**src/sv/ipv4_dotted_quad_validator_top_defines.svh**
```systemverilog
// assertion macros shared by the block
`ifndef IPV4_DOTTED_QUAD_VALIDATOR_TOP_DEFINES_SVH
`define IPV4_DOTTED_QUAD_VALIDATOR_TOP_DEFINES_SVH

// same-cycle implication
`define IPV4DQ_ASSERT_NOW(label, ante, cons, msg) \
    label: assert property (@(posedge i_clk) disable iff (!i_rst_n) (ante) |-> (cons)) \
        else $error(msg);

// next-cycle implication
`define IPV4DQ_ASSERT_NEXT(label, ante, cons, msg) \
    label: assert property (@(posedge i_clk) disable iff (!i_rst_n) (ante) |=> (cons)) \
        else $error(msg);

`endif

```
**src/sv/ipv4dq_pkg.sv**
```systemverilog
`timescale 1ns / 1ps
package ipv4dq_pkg;

    localparam logic [7:0] CharNul  = 8'h00;
    localparam logic [7:0] CharDot  = 8'h2E;
    localparam logic [7:0] CharZero = 8'h30;
    localparam logic [7:0] CharOne  = 8'h31;
    localparam logic [7:0] CharNine = 8'h39;

    localparam logic [9:0] MaxOctet    = 10'd255;
    localparam logic [2:0] MaxTokLen   = 3'd3;
    localparam logic [2:0] TokLenSat   = 3'd4;
    localparam logic [2:0] TokCountSat = 3'd5;
    localparam logic [2:0] TokCountOk  = 3'd4;
    localparam logic [2:0] ZeroOctSat  = 3'd7;
    localparam logic [1:0] LeadZeroSat = 2'd3;

    localparam int unsigned CfgIdxW = 1;
    localparam int unsigned CfgDataW = 1;
    localparam logic [CfgIdxW-1:0] CfgZeroOk  = 1'b0;
    localparam logic [CfgIdxW-1:0] CfgEmptyOk = 1'b1;

    typedef struct packed {
        logic valid;
        logic status;
    } t_result;

    typedef struct packed {
        logic       block;
        logic [1:0] cnt_eff;
    } t_qstat;

endpackage

```
**src/sv/ipv4_dotted_quad_validator_top.sv**
```systemverilog
`timescale 1ns / 1ps
// channel   dir   handshake            payload
// ch        in    i_valid / o_stall    i_ch[7:0]
// status    out   o_valid / i_stall    o_status
// cfg       in    i_cfg_we             i_cfg_idx, i_cfg_data
// one character beat per cycle while o_stall is low; a verdict passes from its nul beat
// through the input register into the two-entry result queue
// reset is synchronous, active low: zero_ok = 1, empty_ok = 0, string state cleared
// o_stall rises when the result queue is full, or holds one verdict while a beat waits in the parse register
`include "ipv4_dotted_quad_validator_top_defines.svh"
module ipv4_dotted_quad_validator_top
    import ipv4dq_pkg::*;
(
    input  logic                i_clk,
    input  logic                i_rst_n,
    input  logic                i_valid,
    output logic                o_stall,
    input  logic [7:0]          i_ch,
    output logic                o_valid,
    input  logic                i_stall,
    output logic                o_status,
    input  logic                i_cfg_we,
    input  logic [CfgIdxW-1:0]  i_cfg_idx,
    input  logic [CfgDataW-1:0] i_cfg_data
);

    logic    w_accept;
    logic    w_pending;
    t_result w_res;
    t_qstat  w_qstat;

    assign w_accept = i_valid && !o_stall;
    assign o_stall  = w_qstat.block;

    ipv4dq_parse u_parse (
        .i_clk      (i_clk),
        .i_rst_n    (i_rst_n),
        .i_accept   (w_accept),
        .i_ch       (i_ch),
        .i_cfg_we   (i_cfg_we),
        .i_cfg_idx  (i_cfg_idx),
        .i_cfg_data (i_cfg_data),
        .o_pending  (w_pending),
        .o_res      (w_res)
    );

    ipv4dq_outq u_outq (
        .i_clk     (i_clk),
        .i_rst_n   (i_rst_n),
        .i_res     (w_res),
        .i_pending (w_pending),
        .i_stall   (i_stall),
        .o_valid   (o_valid),
        .o_status  (o_status),
        .o_qstat   (w_qstat)
    );

    `IPV4DQ_ASSERT_NOW(a_no_overflow, w_res.valid, w_qstat.cnt_eff != 2'd2, "result queue overflow")
    `IPV4DQ_ASSERT_NEXT(a_nul_gives_verdict, w_accept && (i_ch == CharNul), w_res.valid, "nul beat without verdict")
    `IPV4DQ_ASSERT_NOW(a_verdict_from_nul, w_res.valid, $past(w_accept && (i_ch == CharNul)), "verdict without nul beat")

endmodule

```
**src/sv/ipv4dq_parse.sv**
```systemverilog
`timescale 1ns / 1ps
module ipv4dq_parse
    import ipv4dq_pkg::*;
(
    input  logic                i_clk,
    input  logic                i_rst_n,
    input  logic                i_accept,
    input  logic [7:0]          i_ch,
    input  logic                i_cfg_we,
    input  logic [CfgIdxW-1:0]  i_cfg_idx,
    input  logic [CfgDataW-1:0] i_cfg_data,
    output logic                o_pending,
    output t_result             o_res
);

    typedef struct packed {
        logic [2:0] token_count;
        logic [2:0] token_len;
        logic [1:0] lead_zeros;
        logic       nonzero_seen;
        logic [9:0] octet_value;
        logic [2:0] zero_octets;
        logic       bad_flag;
        logic       in_token;
        logic       any_char;
    } t_state;

    logic       r_ch_valid;
    logic [7:0] r_ch;
    logic       r_zero_ok;
    logic       r_empty_ok;
    t_state     r_st;
    t_state     n_st;
    t_state     w_fin;
    logic       w_status;

    function automatic t_state finish_token(t_state s);
        t_state     f;
        logic [1:0] allowed;
        f = s;
        allowed = (s.octet_value != 10'd0) ? 2'd0 : 2'd1;
        if ((s.lead_zeros > allowed) || (s.octet_value > MaxOctet)) begin
            f.bad_flag = 1'b1;
        end
        if ((s.octet_value == 10'd0) && (s.zero_octets < ZeroOctSat)) begin
            f.zero_octets = s.zero_octets + 3'd1;
        end
        if (s.token_count < TokCountSat) begin
            f.token_count = s.token_count + 3'd1;
        end
        f.token_len    = 3'd0;
        f.lead_zeros   = 2'd0;
        f.nonzero_seen = 1'b0;
        f.octet_value  = 10'd0;
        f.in_token     = 1'b0;
        return f;
    endfunction

    always_ff @(posedge i_clk) begin
        if (!i_rst_n) begin
            r_ch_valid <= 1'b0;
            r_zero_ok  <= 1'b1;
            r_empty_ok <= 1'b0;
            r_st       <= '0;
        end else begin
            r_ch_valid <= i_accept;
            if (r_ch_valid) begin
                r_st <= n_st;
            end
            if (i_cfg_we) begin
                unique case (i_cfg_idx)
                    CfgZeroOk:  r_zero_ok  <= i_cfg_data[0];
                    CfgEmptyOk: r_empty_ok <= i_cfg_data[0];
                    default: ;
                endcase
            end
        end
    end

    always_ff @(posedge i_clk) begin
        if (i_accept) begin
            r_ch <= i_ch;
        end
    end

    assign w_fin = r_st.in_token ? finish_token(r_st) : r_st;

    always_comb begin
        if (!r_st.any_char) begin
            w_status = !r_empty_ok;
        end else if (w_fin.bad_flag || (w_fin.token_count != TokCountOk)) begin
            w_status = 1'b1;
        end else if (!r_zero_ok && (w_fin.zero_octets == TokCountOk)) begin
            w_status = 1'b1;
        end else begin
            w_status = 1'b0;
        end
    end

    always_comb begin
        n_st = r_st;
        priority if (r_ch == CharNul) begin
            n_st = '0;
        end else if (r_ch == CharDot) begin
            n_st = w_fin;
            n_st.any_char = 1'b1;
        end else begin
            n_st.any_char = 1'b1;
            n_st.in_token = 1'b1;
            if (r_st.token_len < TokLenSat) begin
                n_st.token_len = r_st.token_len + 3'd1;
            end
            if (n_st.token_len > MaxTokLen) begin
                n_st.bad_flag = 1'b1;
            end else if ((r_ch < CharZero) || (r_ch > CharNine)) begin
                n_st.bad_flag = 1'b1;
            end else begin
                if (r_ch >= CharOne) begin
                    n_st.nonzero_seen = 1'b1;
                end else if (!r_st.nonzero_seen && (r_st.lead_zeros < LeadZeroSat)) begin
                    n_st.lead_zeros = r_st.lead_zeros + 2'd1;
                end
                // value * 10 + digit, kept to ten bits
                n_st.octet_value = {r_st.octet_value[6:0], 3'b000}
                                 + {r_st.octet_value[8:0], 1'b0}
                                 + {6'd0, r_ch[3:0]};
            end
        end
    end

    assign o_pending    = r_ch_valid;
    assign o_res.valid  = r_ch_valid && (r_ch == CharNul);
    assign o_res.status = w_status;

endmodule

```
**src/sv/ipv4dq_outq.sv**
```systemverilog
`timescale 1ns / 1ps
module ipv4dq_outq
    import ipv4dq_pkg::*;
(
    input  logic    i_clk,
    input  logic    i_rst_n,
    input  t_result i_res,
    input  logic    i_pending,
    input  logic    i_stall,
    output logic    o_valid,
    output logic    o_status,
    output t_qstat  o_qstat
);

    logic [1:0] r_q;
    logic       r_wp;
    logic       r_rp;
    logic [1:0] r_cnt;
    logic       w_pop;
    logic [1:0] w_cnt_eff;

    assign w_pop     = (r_cnt != 2'd0) && !i_stall;
    assign w_cnt_eff = r_cnt - {1'b0, w_pop};

    always_ff @(posedge i_clk) begin
        if (!i_rst_n) begin
            r_wp  <= 1'b0;
            r_rp  <= 1'b0;
            r_cnt <= 2'd0;
        end else begin
            if (i_res.valid) begin
                r_wp <= !r_wp;
            end
            if (w_pop) begin
                r_rp <= !r_rp;
            end
            r_cnt <= w_cnt_eff + {1'b0, i_res.valid};
        end
    end

    always_ff @(posedge i_clk) begin
        if (i_res.valid) begin
            r_q[r_wp] <= i_res.status;
        end
    end

    assign o_valid         = (r_cnt != 2'd0);
    assign o_status        = r_q[r_rp];
    assign o_qstat.cnt_eff = w_cnt_eff;
    // one beat may still be in the parse register
    assign o_qstat.block   = (w_cnt_eff == 2'd2) || ((w_cnt_eff == 2'd1) && i_pending);

endmodule

```
**config.mk**
```make
export PLATFORM = sky130hd
export DESIGN_NAME = ipv4_dotted_quad_validator_top
export DESIGN_NICKNAME = d
export VERILOG_FILES = /design/src/sv/ipv4dq_pkg.sv /design/src/sv/ipv4_dotted_quad_validator_top.sv /design/src/sv/ipv4dq_parse.sv /design/src/sv/ipv4dq_outq.sv
export VERILOG_INCLUDE_DIRS = /design/src /design/src/sv
export SDC_FILE = /design/constraint.sdc
export NUM_CORES = 1
export LEC_CHECK = 0
export ABC_AREA = 0
export BUFFER_PORTS_ARGS = -buffer_cell sky130_fd_sc_hd__buf_2
export CORE_AREA = 8 8 109 61
export CTS_CLUSTER_SIZE = 28
export DETAILED_ROUTE_END_ITERATION = 10
export DIE_AREA = 0 0 117 69
export GPL_TIMING_DRIVEN = 0
export PLACE_DENSITY = 0.72
export SLEW_MARGIN = 20
export SYNTH_ARGS = -nofsm -noshare
export SYNTH_HDL_FRONTEND = slang
export SYNTH_SLANG_ARGS = --single-unit
```
**constraint.sdc**
```tcl
create_clock -name i_clk -period 6.5 [get_ports i_clk]
set_input_delay 0.325 -clock i_clk [delete_from_list [all_inputs] [get_ports i_clk]]
set_output_delay 0.325 -clock i_clk [all_outputs]
set_load 0.005 [all_outputs]
```
# Word-level counts from Yosys, hierarchy flattened
# Index checks and enable logic that the tools add are counted.
[classes] eq_ne=9 n_reduce_logical=35 muxes=28 n_bitwise=1 addsub=8 order_cmp=13
[ops] op="25-bit 2-to-1 mux" count=2
[ops] op="13-bit 2-to-1 mux" count=2
[ops] op="3-bit 2-to-1 mux" count=8
[ops] op="16-bit 2-to-1 mux" count=1
[ops] op="3-bit by 1-bit inequality test with 1-bit output, second input constant" count=4
[ops] op="1-bit 2-to-1 mux" count=11
[ops] op="10-bit adder" count=1
[ops] op="10-bit by 4-bit adder with 10-bit output" count=1
[ops] op="10-bit by 8-bit greater-than comparator with 1-bit output, second input constant" count=1
[ops] op="10-bit logical NOT" count=1
[ops] op="2-bit AND reduction" count=5
[ops] op="10-bit nonzero test" count=1
[ops] op="3-bit by 1-bit adder with 3-bit output, second input constant" count=3
[ops] op="3-bit less-than comparator, second input constant" count=3
[ops] op="8-bit by 6-bit == test with 1-bit output, second input constant" count=1
[ops] op="8-bit by 6-bit greater-or-equal comparator with 1-bit output, second input constant" count=1
[ops] op="8-bit by 6-bit greater-than comparator with 1-bit output, second input constant" count=1
[ops] op="1-bit logical AND" count=8
[ops] op="8-bit logical NOT" count=1
[ops] op="8-bit by 6-bit less-than comparator with 1-bit output, second input constant" count=1
[ops] op="1-bit logical NOT" count=7
[ops] op="6-bit AND reduction" count=1
[ops] op="3-bit nonzero test" count=2
[ops] op="5-bit AND reduction" count=1
[ops] op="other kinds (20)" count=26
[totals] output_inout_bits=3 in_bits=15 word_cells=111 register_bits=42

# Depth between registers and ports, before layout
[depth] depth_word=12 mapped_depth=9

# Cells and area by module
# From an unflattened synthesis, not the netlist that was laid out.
[unflattened] cells_unflattened=258 hier_area_um2=2442.3
[modules_own_cells] mod="ipv4dq_parse" n_inst=1 cells_each=229 area_per_inst_um2=2119.5
[modules_own_cells] mod="ipv4dq_outq" n_inst=1 cells_each=28 area_per_inst_um2=309.0
[modules_own_cells] mod="ipv4_dotted_quad_validator_top" n_inst=1 cells_each=1 area_per_inst_um2=13.8

# Worst setup path after synthesis
# No wires, ideal clock.
[synth_timing] path_type="register to register" start="reg u_parse.r_ch[3]" end="reg u_parse.r_st[14] (netlist name)" stages_incl_launch_ff=9 setup_slack_ps=4227 required_time_ps=6378 synth_period_minus_slack_ps=2273 n_path_buf=0 t_arrival_ps=2151 cell_sequence="edfxtp_1 -> inv_1 -> fa_1 -> fa_1 -> nor2b_1 -> o31a_1 -> o21ai_0 -> nor3b_1 -> a311o_1"
[synth_between] elab_chain_cells=5
[synth_rtl] item="from (decl)" line_no="ipv4dq_parse.sv:29" source="logic [7:0] r_ch;"
[synth_rtl] item="from (signal assigned)" line_no="ipv4dq_parse.sv:82" source="r_ch <= i_ch;"
[synth_rtl] item="10-bit by 4-bit adder with 10-bit output" line_no="ipv4dq_parse.sv:126" source="+ {6'd0, r_ch[3:0]};"
[synth_rtl] item="13-bit 2-to-1 mux" line_no="ipv4dq_parse.sv:115" source="end else if ((r_ch < CharZero) || (r_ch > CharNine)) begin"
[synth_rtl] item="13-bit 2-to-1 mux" line_no="ipv4dq_parse.sv:113" source="if (n_st.token_len > MaxTokLen) begin"
[synth_rtl] item="16-bit 2-to-1 mux" line_no="ipv4dq_parse.sv:104" source="end else if (r_ch == CharDot) begin"
[synth_rtl] item="25-bit 2-to-1 mux" line_no="ipv4dq_parse.sv:102" source="priority if (r_ch == CharNul) begin"
[synth_rtl] item="to (signal assigned)" line_no="ipv4dq_parse.sv:68" source="r_st <= n_st;"
[synth_rtl] item="to (decl)" line_no="ipv4dq_parse.sv:32" source="t_state r_st;"
# Parallel ways exist; a longest one is shown, timed or not. The select of a mux whose other input is x is not followed.
# A chain may end at the register's enable or synchronous reset.

# Worst setup path in the final report
[layout_timing] start="reg u_parse.r_st[6] (netlist name)" end="reg u_parse.r_st[14] (netlist name)"
[layout_between] elab_chain_cells=6
[layout_rtl] item="10-bit adder" line_no="ipv4dq_parse.sv:125" source="+ {r_st.octet_value[8:0], 1'b0}"
[layout_rtl] item="10-bit by 4-bit adder with 10-bit output" line_no="ipv4dq_parse.sv:126"
[layout_rtl] item="13-bit 2-to-1 mux" line_no="ipv4dq_parse.sv:115"
[layout_rtl] item="13-bit 2-to-1 mux" line_no="ipv4dq_parse.sv:113"
[layout_rtl] item="16-bit 2-to-1 mux" line_no="ipv4dq_parse.sv:104"
[layout_rtl] item="25-bit 2-to-1 mux" line_no="ipv4dq_parse.sv:102"
# Every way passes these cells. The select of a mux whose other input is x is not followed.

==> run_summary.xml <==
<?xml version="1.0" encoding="UTF-8"?>
<metrics>
  <group name="placement">
    <metric name="gp_routability_congestion" unit="">0.829</metric>
    <metric name="portBuffers" unit="">16</metric>
    <metric name="placed_cell_area" unit="um2">2600</metric>
    <metric name="dp_hpwl" unit="um">4240</metric>
  </group>
  <group name="synth">
    <metric name="synth_largest_area_cell" unit="">dfxtp_1</metric>
    <metric name="yosys_warnings" unit="">0</metric>
    <metric name="async_reset_ff_share" unit="%">0</metric>
    <metric name="netlist.area_leader.share" unit="%">26.4</metric>
    <metric name="post_synth.cell_area_avg" unit="um2">9.12</metric>
    <metric name="synthDistinctLibCells" unit="">50</metric>
    <metric name="synth_cells" unit="">266</metric>
    <metric name="synthTopCellsByArea" unit="">dfxtp_1, edfxtp_1, ha_1</metric>
    <metric name="netlist_area" unit="um2">2430</metric>
    <metric name="syn-num-nets" unit="">304</metric>
    <metric name="synth_seq_cells" unit="">42</metric>
    <metric name="ys_seq_area_share" unit="%">38.8</metric>
    <metric name="postSynth.topFlopCell" unit="">dfxtp_1</metric>
    <metric name="synth_edf_count" unit="">10</metric>
  </group>
  <group name="clock_tree">
    <metric name="clock_sink_count" unit="">42</metric>
    <metric name="clkSlewWorstSetupHoldPaths" unit="ps">80</metric>
    <metric name="insertion_delay_of_the_later_clocked_pin_in_the_worst_skew_pair" unit="ps">300</metric>
    <metric name="cts_max_level" unit="">2</metric>
    <metric name="clock_tree_from_tritoncts" unit="">yes</metric>
    <metric name="cell_at_the_root_of_the_clock_tree" unit="">clkbuf_8</metric>
    <metric name="cts_post_setup_buffers_inserted" unit="">0</metric>
    <metric name="cts_made_buffers" unit="">5</metric>
    <metric name="cts-hold-fix-buffers" unit="">0</metric>
    <metric name="max-clock-path-buffers" unit="">2</metric>
    <metric name="postCtsResizedCells" unit="">0</metric>
  </group>
  <group name="sta">
    <metric name="rsz0062_at_grt" unit="">false</metric>
    <metric name="finalMaxSlewViolations" unit="">0</metric>
    <metric name="share_of_the_cycle_needed_by_the_critical_path_after_routing" unit="%">38.3</metric>
    <metric name="final.min_clock_period" unit="ps">2490</metric>
    <metric name="clock-skew-final" unit="ps">7.42</metric>
    <metric name="timing_hold_violations_final" unit="">0</metric>
    <metric name="timing.setup.tns" unit="ps">0</metric>
    <metric name="setup_viol_count_final" unit="">0</metric>
    <metric name="fmaxAchievable" unit="MHz">402</metric>
    <metric name="tightest_slew" unit="ps">826</metric>
    <metric name="slew_headroom" unit="%">44.4</metric>
  </group>
  <group name="pwr">
    <metric name="finalPower" unit="W">0.000615</metric>
    <metric name="pwr_density_cell" unit="nW/um2">227</metric>
    <metric name="max-vdd-ir-drop" unit="V">0.000154</metric>
    <metric name="static_leakage_power" unit="nW">1.11</metric>
  </group>
  <group name="floorplan">
    <metric name="die_height" unit="um">69</metric>
    <metric name="die_outline_area" unit="um2">8070</metric>
    <metric name="initial_core_util" unit="%">46.8</metric>
    <metric name="die_w" unit="um">117</metric>
    <metric name="core_area" unit="um2">5180</metric>
    <metric name="number_of_cell_rows" unit="">19</metric>
    <metric name="ioPinCount" unit="">18</metric>
  </group>
  <group name="hold_path">
    <metric name="min_from" unit="">i_ch[7]</metric>
    <metric name="hold_end" unit="">u_parse.r_ch[7]$_DFFE_PP_</metric>
    <metric name="hold-path-cell-count" unit="">1</metric>
    <metric name="hold_class" unit="">in -&gt; reg</metric>
  </group>
  <group name="final_layout">
    <metric name="num_antenna_cells" unit="">0</metric>
    <metric name="layout.cells.most_common" unit="">dfxtp_1</metric>
    <metric name="nNetsFinal" unit="">327</metric>
    <metric name="fin_area" unit="um2">2710</metric>
    <metric name="areaGrowthSynthToFinish" unit="%">11.9</metric>
    <metric name="layout.cells.most_common_list" unit="">dfxtp_1, ha_1, nand2_1</metric>
    <metric name="layout-drive-gt1-share" unit="%">11.7</metric>
  </group>
  <group name="global_routing">
    <metric name="number_of_antenna_violations_at_the_first_check_in_global_routing" unit="">0</metric>
    <metric name="globalRoute.busiestLayer" unit="">met1</metric>
    <metric name="global_route.usage.met2" unit="%">18.4</metric>
    <metric name="grt_usage" unit="%">14.0</metric>
    <metric name="maximum_number_of_pins_on_one_net_before_global_route_repair" unit="">14</metric>
    <metric name="grt_use_met1" unit="%">21.1</metric>
    <metric name="first_global_vias" unit="">1920</metric>
    <metric name="met3_usage" unit="%">3.82</metric>
    <metric name="global_route_wire_length_before_repair" unit="um">9060</metric>
    <metric name="gr-total-overflow" unit="">0</metric>
  </group>
  <group name="setup_path">
    <metric name="timing.critical_path.slowest_stage_cell" unit="">fa_1</metric>
    <metric name="timing_worst_setup_path_type" unit="">reg -&gt; reg</metric>
    <metric name="crit_chain" unit="">inv_1 -&gt; fa_1 -&gt; fa_1 -&gt; nor2b_1 -&gt; o31a_1 -&gt; o21ai_0 -&gt; nor3b_1 -&gt; a311o_1</metric>
    <metric name="worstSetupEndpointType" unit="">flip-flop</metric>
    <metric name="critPathMaxStageDelay" unit="ps">530</metric>
    <metric name="crit_required" unit="ps">6680</metric>
    <metric name="worstPathArrival" unit="ps">2670</metric>
    <metric name="origin_of_the_critical_flop_to_flop_path" unit="">u_parse.r_st[6]$_SDFFE_PN0P_</metric>
    <metric name="setup.worst_path.start_class" unit="">flip-flop</metric>
    <metric name="critPathMostFrequentCell" unit="">fa_1</metric>
    <metric name="r2r_slack" unit="ps">4010</metric>
    <metric name="r2r_end" unit="">u_parse.r_st[14]$_SDFFE_PN0P_</metric>
    <metric name="worst-path-max-fanout" unit="">4</metric>
    <metric name="r2r.worst_path.cells" unit="">8</metric>
  </group>
  <group name="drt">
    <metric name="vias" unit="">2017</metric>
    <metric name="per_cell_routed_wire_length" unit="um">14.8</metric>
    <metric name="route.antenna.remaining_nets" unit="">0</metric>
    <metric name="firstDrtPassIters" unit="">4</metric>
    <metric name="detail_route.drc_violations" unit="">0</metric>
    <metric name="initialDrtViolationCount" unit="">138</metric>
    <metric name="drt_wl_total" unit="um">5360</metric>
    <metric name="route.detailed.vias_per_inst" unit="">5.56</metric>
  </group>
  <group name="run_status">
    <metric name="status" unit="">completed</metric>
  </group>
  <group name="job">
    <metric name="drv.max_cap_violation_count" unit="">0</metric>
  </group>
</metrics>
worst max-delay path, delay by kind of cell (launching register included):
family	cells	cell delay, ps
adders and majority gates	2	1020
DFF	1	430
AOI/OAI and AO/OA	3	520
buffers and inverters	1	90
and+or+nand+nor	2	320
worst max path at each step:
stage | from | to | slack, ps | cells past startpoint
finish | u_parse.r_st[6]$_SDFFE_PN0P_ | u_parse.r_st[14]$_SDFFE_PN0P_ | 4010 | 8
global route | u_parse.r_ch[7]$_DFFE_PP_ | u_parse.r_st[14]$_SDFFE_PN0P_ | 3840 | 5
CTS | u_parse.r_st[6]$_SDFFE_PN0P_ | u_parse.r_st[14]$_SDFFE_PN0P_ | 4010 | 8
detailed placement | u_parse.r_st[6]$_SDFFE_PN0P_ | u_parse.r_st[14]$_SDFFE_PN0P_ | 4030 | 8
global placement | u_parse.r_ch[7]$_DFFE_PP_ | u_parse.r_st[14]$_SDFFE_PN0P_ | 3980 | 5
floorplan | u_parse.r_ch[3]$_DFFE_PP_ | u_parse.r_st[14]$_SDFFE_PN0P_ | 4230 | 8
metrics by stage:
step | std cells | setup WS (ps) | utilization (%) | hold WS [ps]
4_1_cts | 363 | 4010 | 52.4 | 190
6_report | 363 | 4010 | 52.4 | 200
2_1_floorplan | 266 | 4230 | - | 424
5_1_grt | 363 | 3840 | 52.4 | 179
3_5_place_dp | 355 | 4030 | 50.2 | 463
3_3_place_gp | 355 | 3980 | 50.1 | 454
power by group:
group | internal (W) | switching, W
Sequential | 0.000289 | 0.0000174
Combinational | 0.0000429 | 0.0000590
Clock | 0.000115 | 0.0000925
Total | 0.000446 | 0.000169
state kept, by name, summed over array words and instances (netlist names):
register	cells
u_parse.r_st	25
u_parse.r_ch	8
u_outq.r_cnt	2
u_outq.r_q	2
u_outq.r_rp	1
u_outq.r_wp	1
u_parse.o_pending	1
u_parse.r_empty_ok	1
u_parse.r_zero_ok	1
synth_stat cells, types with 3 or more instances:
cell      instances
clkbuf_1          6
nand3_1          11
xnor2_1           4
a21o_1            5
nor3_1            4
o21a_1            5
dfxtp_1          32
mux2i_1           4
xor2_1            3
nand3b_1          4
nor4_1            5
inv_1            16
ha_1             21
edfxtp_1         10
nand4_1           5
a21oi_1          13
a21boi_0          3
and2_1            4
nand2_1          20
nor2b_1          13
or4_1             5
nor2_1           17
a22oi_1           5
o21ai_0          14
cell type report:
cell class | instances | area (um2)
fill | 507 | 2470
multi-input combinational | 200 | 1400
sequential | 42 | 941
tap | 73 | 91.3
timing repair buffer | 16 | 80.1
clock buffer | 6 | 72.6
inverter | 16 | 60.1
clock inverter | 2 | 37.5
buffer | 8 | 32.5
kinds of logic (layout without fill, tap and decap cells):
| group | count (synthesis) | after routing | share of synthesized area, % |
|---|---|---|---|
| simple gates | 104 | 104 | 23.7 |
| buf+inv | 24 | 48 | 3.82 |
| fa+ha+maj | 23 | 23 | 12.5 |
| flops | 42 | 42 | 38.8 |
| compound gates | 60 | 60 | 16.1 |
| xor+xnor | 7 | 7 | 2.53 |
| mux | 6 | 6 | 2.58 |
layer usage:
layer	up-vias	routed length, um
met3	15	284
met4	0	71
met2	52	2030
li1	1017	-
met1	933	2980
met5	-	0
(Power assumes the default switching activity.)
